`src/hdl/chd_pkg.sv`:
```
// Shared types and constants for the canonical Huffman decoder.
`timescale 1ns / 1ps

package chd_pkg;

    // Default table depth
    localparam int MAX_CODES_DEF = 256;
    // Longest code that can ever match
    localparam int MAX_CODE_LEN  = 31;

    localparam int SYM_W  = 32;
    localparam int LEN_W  = 5;
    localparam int CODE_W = 31;

    // Operation codes
    localparam logic [1:0] OP_CLEAR = 2'd0;
    localparam logic [1:0] OP_LOAD  = 2'd1;
    localparam logic [1:0] OP_BIT   = 2'd2;
    localparam logic [1:0] OP_ZERO  = 2'd3;

    // Status codes
    localparam logic [1:0] ST_DECODED  = 2'd0;
    localparam logic [1:0] ST_NO_MATCH = 2'd1;
    localparam logic [1:0] ST_FULL     = 2'd2;
    localparam logic [1:0] ST_UNSUITED = 2'd3;

    // One table entry as stored in the RAM
    typedef struct packed {
        logic [SYM_W-1:0]  sym;
        logic [LEN_W-1:0]  len;
        logic [CODE_W-1:0] code;
    } t_entry;

    // One result item
    typedef struct packed {
        logic [1:0]       status;
        logic [SYM_W-1:0] sym;
        logic [LEN_W-1:0] bits;
    } t_result;

endpackage

```
`src/hdl/chd_ctrl.sv`:
```
// Sequencer: sorted insert, code assignment sweep and decode scan over the table RAM.
`timescale 1ns / 1ps

module chd_ctrl #(
    parameter int MAX_CODES = chd_pkg::MAX_CODES_DEF,
    localparam int AW = (MAX_CODES > 1) ? $clog2(MAX_CODES) : 1,
    localparam int CW = $clog2(MAX_CODES + 1)
) (
    input  logic                       i_clk,
    input  logic                       i_rst_n,
    // command transaction
    input  logic                       i_in_valid,
    output logic                       o_in_ready,
    input  logic [1:0]                 i_op,
    input  logic [chd_pkg::SYM_W-1:0]  i_symbol,
    input  logic [chd_pkg::LEN_W-1:0]  i_code_length,
    input  logic                       i_stream_bit,
    // result hand-off to the output stage
    output logic                       o_res_valid,
    input  logic                       i_out_free,
    output chd_pkg::t_result           o_res,
    // table RAM
    output logic                       o_we,
    output logic [AW-1:0]              o_waddr,
    output chd_pkg::t_entry            o_wdata,
    output logic [AW-1:0]              o_raddr,
    input  chd_pkg::t_entry            i_rdata
);

    typedef enum logic [2:0] {
        S_IDLE,
        S_INS_CMP,
        S_INS_PUT,
        S_ASG,
        S_SCAN,
        S_EMIT
    } t_state;

    t_state                       r_state, n_state;
    logic [CW-1:0]                r_count, n_count;
    logic [AW-1:0]                r_ptr, n_ptr;
    logic [chd_pkg::CODE_W-1:0]   r_val, n_val;
    logic [chd_pkg::LEN_W-1:0]    r_cur_len, n_cur_len;
    logic [chd_pkg::CODE_W-1:0]   r_pcode, n_pcode;
    logic [chd_pkg::LEN_W-1:0]    r_plen, n_plen;
    logic [chd_pkg::LEN_W-1:0]    r_first_len, n_first_len;
    logic [chd_pkg::SYM_W-1:0]    r_first_sym, n_first_sym;
    logic [chd_pkg::SYM_W-1:0]    r_new_sym, n_new_sym;
    logic [chd_pkg::LEN_W-1:0]    r_new_len, n_new_len;
    chd_pkg::t_result             r_res, n_res;

    logic                         accept;
    logic                         rd_issue;
    logic                         rd_after;
    logic                         more;
    logic [chd_pkg::CODE_W-1:0]   step_val;
    logic [chd_pkg::CODE_W-1:0]   asg_val;
    logic                         table_ok;

    assign o_in_ready  = (r_state == S_IDLE);
    assign accept      = i_in_valid && o_in_ready;
    assign o_res_valid = (r_state == S_EMIT);
    assign o_res       = r_res;

    // Stored entry sorts strictly after the one being inserted
    assign rd_after = (i_rdata.len != r_new_len) ? (i_rdata.len > r_new_len)
                    : ($signed(i_rdata.sym) > $signed(r_new_sym));

    // Another entry follows the one at r_ptr
    assign more = ((CW'(r_ptr) + CW'(1)) < r_count);

    // Canonical code of the entry being swept
    assign step_val = (r_ptr == '0) ? '0 : (r_val + chd_pkg::CODE_W'(1));
    assign asg_val  = (i_rdata.len > r_cur_len) ? (step_val << (i_rdata.len - r_cur_len))
                                                : step_val;

    assign table_ok = (r_count != '0) && (r_first_len != '0);

    always_comb begin
        n_state     = r_state;
        n_count     = r_count;
        n_ptr       = r_ptr;
        n_val       = r_val;
        n_cur_len   = r_cur_len;
        n_pcode     = r_pcode;
        n_plen      = r_plen;
        n_first_len = r_first_len;
        n_first_sym = r_first_sym;
        n_new_sym   = r_new_sym;
        n_new_len   = r_new_len;
        n_res       = r_res;
        o_we        = 1'b0;
        o_waddr     = r_ptr;
        o_wdata     = i_rdata;
        o_raddr     = '0;
        rd_issue    = 1'b0;

        case (r_state)
            S_IDLE: begin
                if (accept) begin
                    n_res = '{status: chd_pkg::ST_DECODED, sym: '0, bits: '0};
                    case (i_op)
                        chd_pkg::OP_CLEAR: begin
                            n_count = '0;
                            n_pcode = '0;
                            n_plen  = '0;
                        end
                        chd_pkg::OP_LOAD: begin
                            if (r_count == CW'(MAX_CODES)) begin
                                n_res.status = chd_pkg::ST_FULL;
                                n_state      = S_EMIT;
                            end else begin
                                n_new_sym = i_symbol;
                                n_new_len = i_code_length;
                                n_pcode   = '0;
                                n_plen    = '0;
                                n_ptr     = AW'(r_count);
                                if (r_count == '0) begin
                                    n_state = S_INS_PUT;
                                end else begin
                                    o_raddr  = AW'(r_count - CW'(1));
                                    rd_issue = 1'b1;
                                    n_state  = S_INS_CMP;
                                end
                            end
                        end
                        chd_pkg::OP_BIT: begin
                            if (!table_ok) begin
                                n_res.status = chd_pkg::ST_UNSUITED;
                                n_state      = S_EMIT;
                            end else begin
                                n_pcode  = {r_pcode[chd_pkg::CODE_W-2:0], i_stream_bit};
                                n_plen   = r_plen + chd_pkg::LEN_W'(1);
                                n_ptr    = '0;
                                rd_issue = 1'b1;
                                n_state  = S_SCAN;
                            end
                        end
                        chd_pkg::OP_ZERO: begin
                            if (r_count != '0 && r_first_len == '0) begin
                                n_res.sym = r_first_sym;
                            end else begin
                                n_res.status = chd_pkg::ST_UNSUITED;
                            end
                            n_state = S_EMIT;
                        end
                        default: ;
                    endcase
                end
            end

            // Walk down from the top, moving larger entries up one slot
            S_INS_CMP: begin
                if (rd_after) begin
                    o_we    = 1'b1;
                    o_waddr = r_ptr;
                    o_wdata = i_rdata;
                    n_ptr   = r_ptr - AW'(1);
                    if (r_ptr != AW'(1)) begin
                        o_raddr  = r_ptr - AW'(2);
                        rd_issue = 1'b1;
                    end else begin
                        n_state = S_INS_PUT;
                    end
                end else begin
                    n_state = S_INS_PUT;
                end
            end

            // Drop the new entry into the freed slot, then sweep codes if other entries exist
            S_INS_PUT: begin
                o_we      = 1'b1;
                o_waddr   = r_ptr;
                o_wdata   = '{sym: r_new_sym, len: r_new_len, code: '0};
                n_count   = r_count + CW'(1);
                n_val     = '0;
                if (r_ptr == '0) begin
                    // New first entry already carries code zero; sweep resumes at entry one
                    n_first_len = r_new_len;
                    n_first_sym = r_new_sym;
                    n_cur_len   = r_new_len;
                    if (r_count != '0) begin
                        o_raddr  = AW'(1);
                        rd_issue = 1'b1;
                        n_ptr    = AW'(1);
                        n_state  = S_ASG;
                    end else begin
                        n_state  = S_IDLE;
                    end
                end else begin
                    n_ptr     = '0;
                    n_cur_len = '0;
                    rd_issue  = 1'b1;
                    n_state   = S_ASG;
                end
            end

            // Read-modify-write of each entry's canonical code
            S_ASG: begin
                o_we      = 1'b1;
                o_waddr   = r_ptr;
                o_wdata   = '{sym: i_rdata.sym, len: i_rdata.len, code: asg_val};
                n_val     = asg_val;
                if (i_rdata.len > r_cur_len) begin
                    n_cur_len = i_rdata.len;
                end
                if (r_ptr == '0) begin
                    n_first_len = i_rdata.len;
                    n_first_sym = i_rdata.sym;
                end
                if (more) begin
                    o_raddr  = r_ptr + AW'(1);
                    rd_issue = 1'b1;
                    n_ptr    = r_ptr + AW'(1);
                end else begin
                    n_state = S_IDLE;
                end
            end

            // Look for an entry whose length and code equal the partial code
            S_SCAN: begin
                if (i_rdata.len == r_plen && i_rdata.code == r_pcode) begin
                    n_res.sym  = i_rdata.sym;
                    n_res.bits = r_plen;
                    n_pcode    = '0;
                    n_plen     = '0;
                    n_state    = S_EMIT;
                end else if (more) begin
                    o_raddr  = r_ptr + AW'(1);
                    rd_issue = 1'b1;
                    n_ptr    = r_ptr + AW'(1);
                end else if (r_plen >= chd_pkg::LEN_W'(chd_pkg::MAX_CODE_LEN)) begin
                    n_res.status = chd_pkg::ST_NO_MATCH;
                    n_pcode      = '0;
                    n_plen       = '0;
                    n_state      = S_EMIT;
                end else begin
                    n_state = S_IDLE;
                end
            end

            // Hold the result until the output stage takes it
            S_EMIT: begin
                if (i_out_free) begin
                    n_state = S_IDLE;
                end
            end

            default: n_state = S_IDLE;
        endcase
    end

    always_ff @(posedge i_clk) begin
        if (!i_rst_n) begin
            r_state     <= S_IDLE;
            r_count     <= '0;
            r_pcode     <= '0;
            r_plen      <= '0;
            r_first_len <= '0;
        end else begin
            r_state     <= n_state;
            r_count     <= n_count;
            r_pcode     <= n_pcode;
            r_plen      <= n_plen;
            r_first_len <= n_first_len;
        end
        r_ptr       <= n_ptr;
        r_val       <= n_val;
        r_cur_len   <= n_cur_len;
        r_first_sym <= n_first_sym;
        r_new_sym   <= n_new_sym;
        r_new_len   <= n_new_len;
        r_res       <= n_res;
    end

    // A read issued together with a write never targets the written entry
    a_no_rw_clash: assert property (@(posedge i_clk) disable iff (!i_rst_n)
        (o_we && rd_issue) |-> (o_waddr != o_raddr))
        else $error("table read and write hit the same entry");

    // Entry count stays within the table
    a_count_bound: assert property (@(posedge i_clk) disable iff (!i_rst_n)
        r_count <= CW'(MAX_CODES))
        else $error("entry count beyond table depth");

    // Partial code never grows past the longest code
    a_plen_bound: assert property (@(posedge i_clk) disable iff (!i_rst_n)
        r_plen <= chd_pkg::LEN_W'(chd_pkg::MAX_CODE_LEN))
        else $error("partial length beyond maximum");

    // A pending result is held until the output stage has room
    a_emit_hold: assert property (@(posedge i_clk) disable iff (!i_rst_n)
        (r_state == S_EMIT && !i_out_free) |=> (r_state == S_EMIT && $stable(r_res)))
        else $error("pending result lost");

    // The count only grows by the insert step
    a_count_step: assert property (@(posedge i_clk) disable iff (!i_rst_n)
        (r_state != S_INS_PUT && r_count != '0) |=> (r_count <= $past(r_count)))
        else $error("entry count grew outside insert");

endmodule

```
`config.mk`:
```
export PLATFORM = sky130hd
export DESIGN_NAME = chd_ctrl
export DESIGN_NICKNAME = d
export VERILOG_FILES = /design/src/hdl/chd_pkg.sv /design/src/hdl/chd_ctrl.sv
export SDC_FILE = /design/constraint.sdc
export NUM_CORES = 1
export LEC_CHECK = 0
export CAP_MARGIN = 20
export CORE_MARGIN = 4
export CORE_UTILIZATION = 50
export DETAILED_ROUTE_END_ITERATION = 16
export DONT_BUFFER_PORTS = 1
export PLACE_DENSITY_LB_ADDON = 0.08
export SYNTH_ARGS = -nofsm -noshare
export SYNTH_HDL_FRONTEND = slang
export SYNTH_SLANG_ARGS = --single-unit
```
`constraint.sdc`:
```
create_clock -name i_clk -period 9.4 [get_ports i_clk]
set_clock_uncertainty 0.15 [all_clocks]
set_input_delay 0.47 -clock i_clk [delete_from_list [all_inputs] [get_ports i_clk]]
set_output_delay 0.47 -clock i_clk [all_outputs]
set_load 0.01 [all_outputs]
```
==> results of run 1 <==
-- how the worst max path moves through the flow --
stage                     slack, ns  cells after the start                   start                      to
after floorplan                4.93                      5              i_rdata[2]  o_res[0]$_SDFFCE_PN0P_
after global placement         4.15                     13             i_rdata[31]             o_wdata[26]
after detailed placement       4.09                     13             i_rdata[31]             o_wdata[26]
after CTS                      3.91                     12  r_cur_len[0]$_DFFE_PP_             o_wdata[26]
after global routing           3.58                     12  r_cur_len[0]$_DFFE_PP_             o_wdata[26]
final                          3.72                     12  r_cur_len[0]$_DFFE_PP_             o_wdata[15]
-- layer usage --
metal / part of all wire [%] / vias to the layer above / track usage, %
met1: 39 / 6409 / 41.33
met5: 0 / - / 0
li1: - / 6197 / -
met4: 5.6 / 0 / 15.77
met3: 8.6 / 153 / 7.312
met2: 46 / 709 / 53.58
-- cell usage in the layout, fill, tap and decap left out, types with 10 or more instances in the layout --
cell type      synthesis  final
a311oi_1              11     11
buf_4                  1     25
and3_1                20     20
a31oi_1               12     12
o221ai_1              14     14
nor3_1                30     29
xnor2_1               71     70
nand4_1               28     28
inv_1                 71     71
edfxtp_1             152    152
ha_1                  67     67
nand3_1               82     82
a21o_1                39     39
nor4_1                15     15
nor2_1               118    115
o211ai_1              16     16
o21ai_0              138    137
clkbuf_16              0     26
a21oi_1               87     86
a22o_1                34     34
xor2_1                25     25
dfxtp_1               53     53
clkbuf_1              73     10
a22oi_1               14     14
mux2i_1               15     15
a211oi_1              10     10
nand2_1              239    238
and2_1                11     11
dlygate4sd3_1          0     76
-- per-stage QoR --
stage / worst slack (ns) / area, um^2 / utilization [%]
2_1_floorplan: 4.930 / 14520 / -
3_3_place_gp: 4.154 / 14800 / 51.56
3_5_place_dp: 4.090 / 14830 / 51.65
4_1_cts: 3.906 / 16340 / 56.91
5_1_grt: 3.580 / 16360 / 56.98
6_report: 3.719 / 16360 / 56.98
-- sequential cells by signal, summed over array words and instances (netlist names), 8 cells and up --
register     count
o_res           39
r_new_sym       32
r_ptr            8
r_val           31
r_first_sym     32
r_pcode         31
r_count          9
-- cells by family after synthesis --
kind of cell	after synthesis	synth area share, %
multiplexers	23	1.654
AND/OR/NAND/NOR	595	19.64
XOR/XNOR	97	5.980
adder cells (fa/ha/maj)	68	5.911
AO/OA/AOI/OAI	489	22.98
buffers and inverters	186	5.101
flip-flops	205	38.74
-- power by group --
| group | switching [mW] | internal [mW] |
|---|---|---|
| Combinational | 1.60 | 0.712 |
| Sequential | 0.252 | 1.19 |
| Clock | 0.380 | 0.537 |
| Total | 2.23 | 2.44 |
-- timing repair --
item / CTS / global route
gates resized for setup: 0 / 0
hold endpoints to repair: 99 / 2
buffers inserted: 0 / 0
hold buffers: 74 / 2
-- critical path, stage by stage (launching register included) --
cell and delay (ns):
edfxtp_1 0.32, ha_1 0.16, inv_1 0.05, fa_2 0.51, buf_4 0.52, clkinv_1 0.95
mux2i_1 0.57, o2bb2ai_1 0.21, o21ai_0 0.11, a21oi_1 0.47, a31oi_1 0.15, o21ai_0 0.27
a21o_1 0.19
-- cell type report --
type,instances,share of cell area (%)
multi-input combinational,1272,50.30
sequential,205,34.39
timing repair buffer,102,5.967
clock buffer,40,4.544
tap,384,2.938
inverter,74,1.698
clock inverter,4,0.1606
==> impl_metrics.toml, run 1 <==
[sta]
setup_viol = 0
finalHoldViolCount = 0
tightestPinTransition_ns = 1.064
holdWs_ns = 0.01754
drv_slew = 0
fin_crit_ns = 5.681
max_slew_margin_pct = 28.51
fmax_ghz = 0.1760
rsz0062_at_grt = "false"
period_share_pct = 60.44
final.setup.tns_ns = 0

[grt]
overflow = 0
grt_pass1_wl_um = 80490
antenna_found_initial = 0
grt_pass1_vias = 13040
grt_max_degree = 76
grtUsageTotal_pct = 32.84

[worst_setup_path]
cp.arrival_ns = 5.06
ff2ff_setup_slack_ns = 4.62
startpoint_type = "flip-flop"
critPathMaxFanout = 55
endpoint_kind = "output port"
rr_endpoint = "r_val[15]$_SDFFCE_PN0N_"
reg2regPathDepth = 11
rr_startpoint = "r_cur_len[0]$_DFFE_PP_"
crit_type = "reg2out"
crit_required_ns = 8.78

[finish]
instances_no_fill = 2081
diodes = 0
drive_above_1_share_pct = 6.600
seq_area_um2 = 5625
fill_cells = 2574
multi_input_area_um2 = 8227
fin_nets = 1859
areaGrowthSynthToFinish_pct = 12.63

[placed_design]
routabilityCongestion = 0.9993
dp.final_hpwl_um = 38750
numPortBuffers = 0
place_inst = 1961

[clocking]
htreeDepth = 1
cts_tree = "done"
insertion_delay_ns = 0.53
clk_path_buf_depth = 3
clkTransAtPathRegs_ns = 0.06
cts_buffers = 24
cts.sinks = 205
cts-root-buf = "clkbuf_16"

[min_path]
hp-class = "in2reg"
min_from = "i_rdata[42]"
hold_depth = 1
min_to = "o_res[11]$_DFFE_PP_"

[route]
routed_via_density = 6.472
vias = 13470
drt_pass1_iterations = 6
wl_per_cell_um = 25.86
routed_wl_um = 53810
drc = 0
drt.antenna.violating_nets = 0
drtIter0Drc = 1396

[synthesis]
synth.most_common_cell = "nand2_1"
synth_edf_count = 152
synth.distinct_cells = 100
synth.area.top_cells = "edfxtp_1, dfxtp_1, nand2_1"
synth_top_area_share_pct = 31.43
ys_warn_count = 0
synth_flop_cell = "edfxtp_1"
syn_avg_cell_area_um2 = 8.732
synth_seq_cells = 205
synthCells = 1663
syn-num-nets = 1843
synth_seq_area_share_pct = 38.74
ys_top_cells_by_count = "nand2_1, edfxtp_1, o21ai_0"
yosys.area.top_type = "edfxtp_1"
synthArstFlopShare_pct = 0
synth_area_um2 = 14520

[status]
run_status = "finished clean"

[flow_run]
cap_violations = 0

[die]
die_h_um = 178.4
pin_count = 238
start_util_pct = 50.59
coreArea_um2 = 28700
dieArea_um2 = 31830
rows = 62
die_w_um = 178.4

[power]
peakVddDrop_v = 0.0001923
leakagePower_nw = 6.071
p_total_mw = 4.670
power_density_nw_per_um2 = 285.6
Note: power is estimated with default switching activity, not from simulation.
==> inputs of run 2 (changes only) <==
==> constraint.sdc (replaced) <==
create_clock -name i_clk -period 4.65 [get_ports i_clk]
set_clock_uncertainty 0.15 [all_clocks]
set_input_delay 0.2325 -clock i_clk [delete_from_list [all_inputs] [get_ports i_clk]]
set_output_delay 0.2325 -clock i_clk [all_outputs]
set_load 0.01 [all_outputs]
==> impl_metrics.toml, run 2 (same netlist as run 1, synthesis figures left out) <==
[route]
top_layer = "met4"
drt.antenna.violating_nets = 0
met2WireLength_um = 23470
drt_pass1_iterations = 5
wl_met3_um = 5027
routed_wl_um = 50730
vias = 13510
drtIter0Drc = 1589
drc = 0
routed_via_density = 6.408
met1_length_um = 19800
wl_per_cell_um = 24.06

[clocking]
cts_buffers = 25
cts_tree = "done"
insertion_delay_ns = 0.55
cts.sinks = 205
cts-root-buf = "clkbuf_16"
clk_path_buf_depth = 3
clkTransAtPathRegs_ns = 0.06
cts_setup_buffers = 0
htreeDepth = 1

[power]
peakVddDrop_v = 0.0004001
leakagePower_nw = 6.229
power_density_nw_per_um2 = 574.4

[die]
dieArea_um2 = 31830
rows = 62
coreArea_um2 = 28700
start_util_pct = 50.59
die_h_um = 178.4
pin_count = 238
die_w_um = 178.4

[finish]
finalInstanceArea_um2 = 16600
largest_reg_flops = 39
diodes = 0
fin_nets = 1886
instances_no_fill = 2109
final_common_cell = "nand2_1"
areaGrowthSynthToFinish_pct = 14.31
final_cell_mix = "nand2_1, edfxtp_1, o21ai_0"
drive_above_1_share_pct = 7.942

[grt]
grtUsageTotal_pct = 31.20
overflow = 0
grt_pass1_wl_um = 77700
grt_pass1_vias = 12830
antenna_found_initial = 0
grt_max_degree = 76

[sta]
period_share_pct = 96.33
setup_viol = 0
finalHoldViolCount = 0
fin_crit_ns = 4.480
fmax_ghz = 0.2232
rsz0062_at_grt = "false"
final.setup.tns_ns = 0
holdWs_ns = 0.02420
max_slew_margin_pct = 40.51
tightestPinTransition_ns = 0.8923
drv_slew = 0

[placed_design]
numPortBuffers = 0
routabilityCongestion = 1.025
post_dp_cell_area_um2 = 14980
place_inst = 1985
dp.final_hpwl_um = 36910

[flow_run]
cap_violations = 0

[worst_setup_path]
critPathCapture = "o_wdata[12]"
critPathMaxFanout = 54
crit_required_ns = 4.27
crit_start = "i_rdata[31]"
rr_startpoint = "r_ptr[0]$_DFFE_PP_"
endpoint_kind = "output port"
ff2ff_setup_slack_ns = 0.47
cp.arrival_ns = 4.10
reg2regPathDepth = 14
crit_type = "in2out"
startpoint_type = "input pin"
rr_endpoint = "r_pcode[26]$_SDFFE_PN0P_"

[status]
run_status = "finished clean"

[min_path]
hp-class = "in2reg"
==> run 2: cell types whose count changed in the layout (fill, tap and decap cells not counted), moves of 2 or more <==
cell	delta
clkinv_1	+3
clkinvlp_4	-2
dlygate4sd3_1	+2
buf_4	+24
bufinv_16	+3
==> run 2: final cells by class <==
type | count | area [um^2]
Sequential cell | 205 | 5625
Fill cell | 2559 | 12100
Tap cell | 384 | 480.5
Clock inverter | 9 | 131.4
Inverter | 74 | 277.8
Clock buffer | 37 | 700.7
Multi-Input combinational cell | 1272 | 8215
Timing Repair Buffer | 128 | 1169
==> run 2: worst min-delay path by stage <==
stage / endpoint / from / cells past startpoint / slack, ns
CTS: o_res[38]$_SDFFCE_PP0P_ / i_op[1] / 3 / 0.007
floorplan: r_new_len[0]$_DFFE_PP_ / i_code_length[0] / 0 / 0.18
detailed placement: r_new_sym[13]$_DFFE_PP_ / i_symbol[13] / 0 / 0.18
global route: o_res[38]$_SDFFCE_PP0P_ / i_op[1] / 3 / 0.05
global placement: r_new_sym[31]$_DFFE_PP_ / i_symbol[31] / 0 / 0.18
finish: o_res[38]$_SDFFCE_PP0P_ / i_op[1] / 3 / 0.02
==> run 2: metrics by stage <==
| stage | utilization, % | setup WS [ns] | power, mW |
|---|---|---|---|
| final | 57.83 | 0.1705 | 9.534 |
| after global placement | 52.20 | 0.6690 | 7.388 |
| after detailed placement | 52.20 | 0.6072 | 7.340 |
| after floorplan | - | 0.3257 | 5.929 |
| after CTS | 57.82 | 0.1841 | 9.416 |
| after global routing | 57.83 | 0.09252 | 10.00 |
==> run 2: what timing repair did <==
| action | 4_1_cts | 5_1_grt |
|---|---|---|
| endpoints found under the setup margin | 0 | 2 |
| resized for setup | 0 | 2 |
| endpoints found under the hold margin | 126 | 0 |
| hold buffers | 78 | 0 |
==> run 2: routing by layer <==
layer,track usage (%),up-vias
li1,-,6251
met1,40.18,6355
met2,50.48,765
met3,7.758,143
met4,12.38,0
met5,0,-
==> run 2: power breakdown <==
| part | total [mW] | leakage [nW] | internal (mW) | switching (mW) |
|---|---|---|---|---|
| clock | 1.99 | 0.405 | 1.21 | 0.777 |
| combinational | 4.69 | 3.97 | 1.51 | 3.19 |
| sequential | 2.85 | 1.85 | 2.40 | 0.448 |
| total | 9.53 | 6.23 | 5.12 | 4.41 |
==> run 2: critical path, stage by stage <==
cell and delay (ns):
dlygate4sd3_1 0.58, inv_1 0.18, ha_1 0.19, inv_1 0.05, fa_2 0.56, buf_12 0.24
nor2_1 0.09, a221oi_1 0.56, o221a_2 0.31, o21ai_0 0.19, a21oi_1 0.35, nand2_1 0.21
o211ai_1 0.15, buf_4 0.15
==> inputs of run 3 (changes only) <==
--- a/config.mk
+++ b/config.mk
@@ -11,6 +11,7 @@
 export DETAILED_ROUTE_END_ITERATION = 16
 export DONT_BUFFER_PORTS = 1
 export PLACE_DENSITY_LB_ADDON = 0.08
+export SETUP_SLACK_MARGIN = 0.4
 export SYNTH_ARGS = -nofsm -noshare
 export SYNTH_HDL_FRONTEND = slang
 export SYNTH_SLANG_ARGS = --single-unit
==> impl_metrics.toml, run 3 (same netlist as run 1, synthesis figures left out) <==
[clocking]
insertion_delay_ns = 0.54
cts_tree = "done"
cts.sinks = 205
clk_path_buf_depth = 3
cts_buffers = 25
htreeDepth = 1
cts-root-buf = "clkbuf_16"
clkTransAtPathRegs_ns = 0.06

[sta]
max_slew_margin_pct = 41.67
drv_slew = 0
holdWs_ns = 0.02245
period_share_pct = 89.81
rsz0062_at_grt = "true"
finalHoldViolCount = 0
fin_crit_ns = 4.176
fmax_ghz = 0.2395
setup_viol = 0
tightestPinTransition_ns = 0.8749
final.setup.tns_ns = 0

[power]
peakVddDrop_v = 0.0003913
power_density_nw_per_um2 = 580.5
leakagePower_nw = 6.349

[route]
drtIter0Drc = 1712
vias = 13830
routed_wl_um = 51370
drt_pass1_iterations = 6
wl_per_cell_um = 24.21
drc = 0
drt.antenna.violating_nets = 0
routed_via_density = 6.517

[die]
die_w_um = 178.4
dieArea_um2 = 31830
coreArea_um2 = 28700
die_h_um = 178.4
pin_count = 238
start_util_pct = 50.59
rows = 62

[placed_design]
post_dp_cell_area_um2 = 15020
routabilityCongestion = 1.031
dp.final_hpwl_um = 37260
numPortBuffers = 0

[finish]
final_common_cell = "nand2_1"
drive_above_1_share_pct = 10.64
fill_cells = 2586
fin_nets = 1899
largest_reg_flops = 39
finalInstanceArea_um2 = 16920
diodes = 0
areaGrowthSynthToFinish_pct = 16.48
final_cell_mix = "nand2_1, edfxtp_1, o21ai_0"

[grt]
grt_max_degree = 72
overflow = 0
grtUsageTotal_pct = 31.10
antenna_found_initial = 0
grt_pass1_wl_um = 77880
grt_pass1_vias = 13140

[worst_setup_path]
cp.arrival_ns = 3.79
endpoint_kind = "output port"
critPathMaxFanout = 14
crit_required_ns = 4.27
startpoint_type = "flip-flop"
crit_type = "reg2out"

[flow_run]
cap_violations = 0

[status]
run_status = "finished clean"

[min_path]
hp-class = "in2reg"
run 3: per-layer routing:
layer | GRT usage [%] | up-vias | part of all wire, %
li1 | - | 6289 | -
met4 | 13.30 | 0 | 5.4
met2 | 49.68 | 846 | 46
met3 | 7.758 | 160 | 11
met1 | 40.18 | 6534 | 38
met5 | 0 | - | 0
run 3: what timing repair did:
action | in CTS | in global routing
setup buffers | 1 | 6
hold endpoints to repair | 126 | 0
endpoints found under the setup margin | 14 | 65
resized for setup | 10 | 31
hold buffers | 77 | 0
pin swaps | 2 | 4
run 3: worst max-delay path, stage by stage, from the launching register on:
cell      delay (ns)
edfxtp_1        0.68
nand3_4         0.25
nor3_1          0.34
xnor2_1         0.23
mux2_2          0.33
o21ai_1         0.33
o221ai_1        0.30
o21ai_0         0.59
a21o_1          0.19
run 3: worst paths after layout:
| path | endpoint | slack, ns | cells past startpoint | start |
|---|---|---|---|---|
| worst max-delay path | o_wdata[15] | 0.47 | 8 | r_val[5]$_SDFFCE_PN0N_ |
| worst min-delay path | o_res[38]$_SDFFCE_PP0P_ | 0.02 | 3 | i_op[1] |
| worst max register to register | r_plen[1]$_SDFFE_PN0P_ | 0.81 | 14 | r_ptr[2]$_DFFE_PP_ |
| worst min register to register | r_pcode[30]$_SDFFE_PN0P_ | 0.32 | 2 | r_pcode[30]$_SDFFE_PN0P_ |
run 3: layout make-up:
type                    instances  area, um^2  share of cell area (%)
clock buffers                  30       674.4                   3.987
clock inverters                16       201.4                   1.191
inverters                      74       277.8                   1.642
multi-input cells            1272        8382                   49.55
flip-flops and latches        205        5625                   33.26
well taps                     384       480.5                   2.840
repair buffers                141        1274                   7.530
run 3: metrics by stage:
stage	utilization [%]	std cells	power (mW)	worst slack, ns
final	58.93	2122	9.819	0.4740
after global placement	52.31	1991	7.402	0.6570
after CTS	58.26	2116	9.562	0.3647
after floorplan	-	1663	5.924	0.8928
after global routing	58.93	2122	10.29	0.3591
after detailed placement	52.34	1992	7.380	0.6401
run 3: power breakdown:
| part | total, mW | internal (mW) | switching [mW] |
|---|---|---|---|
| Clock | 2.06 | 1.26 | 0.802 |
| Sequential | 2.84 | 2.40 | 0.440 |
| Combinational | 4.91 | 1.61 | 3.30 |
| Total | 9.82 | 5.28 | 4.54 |
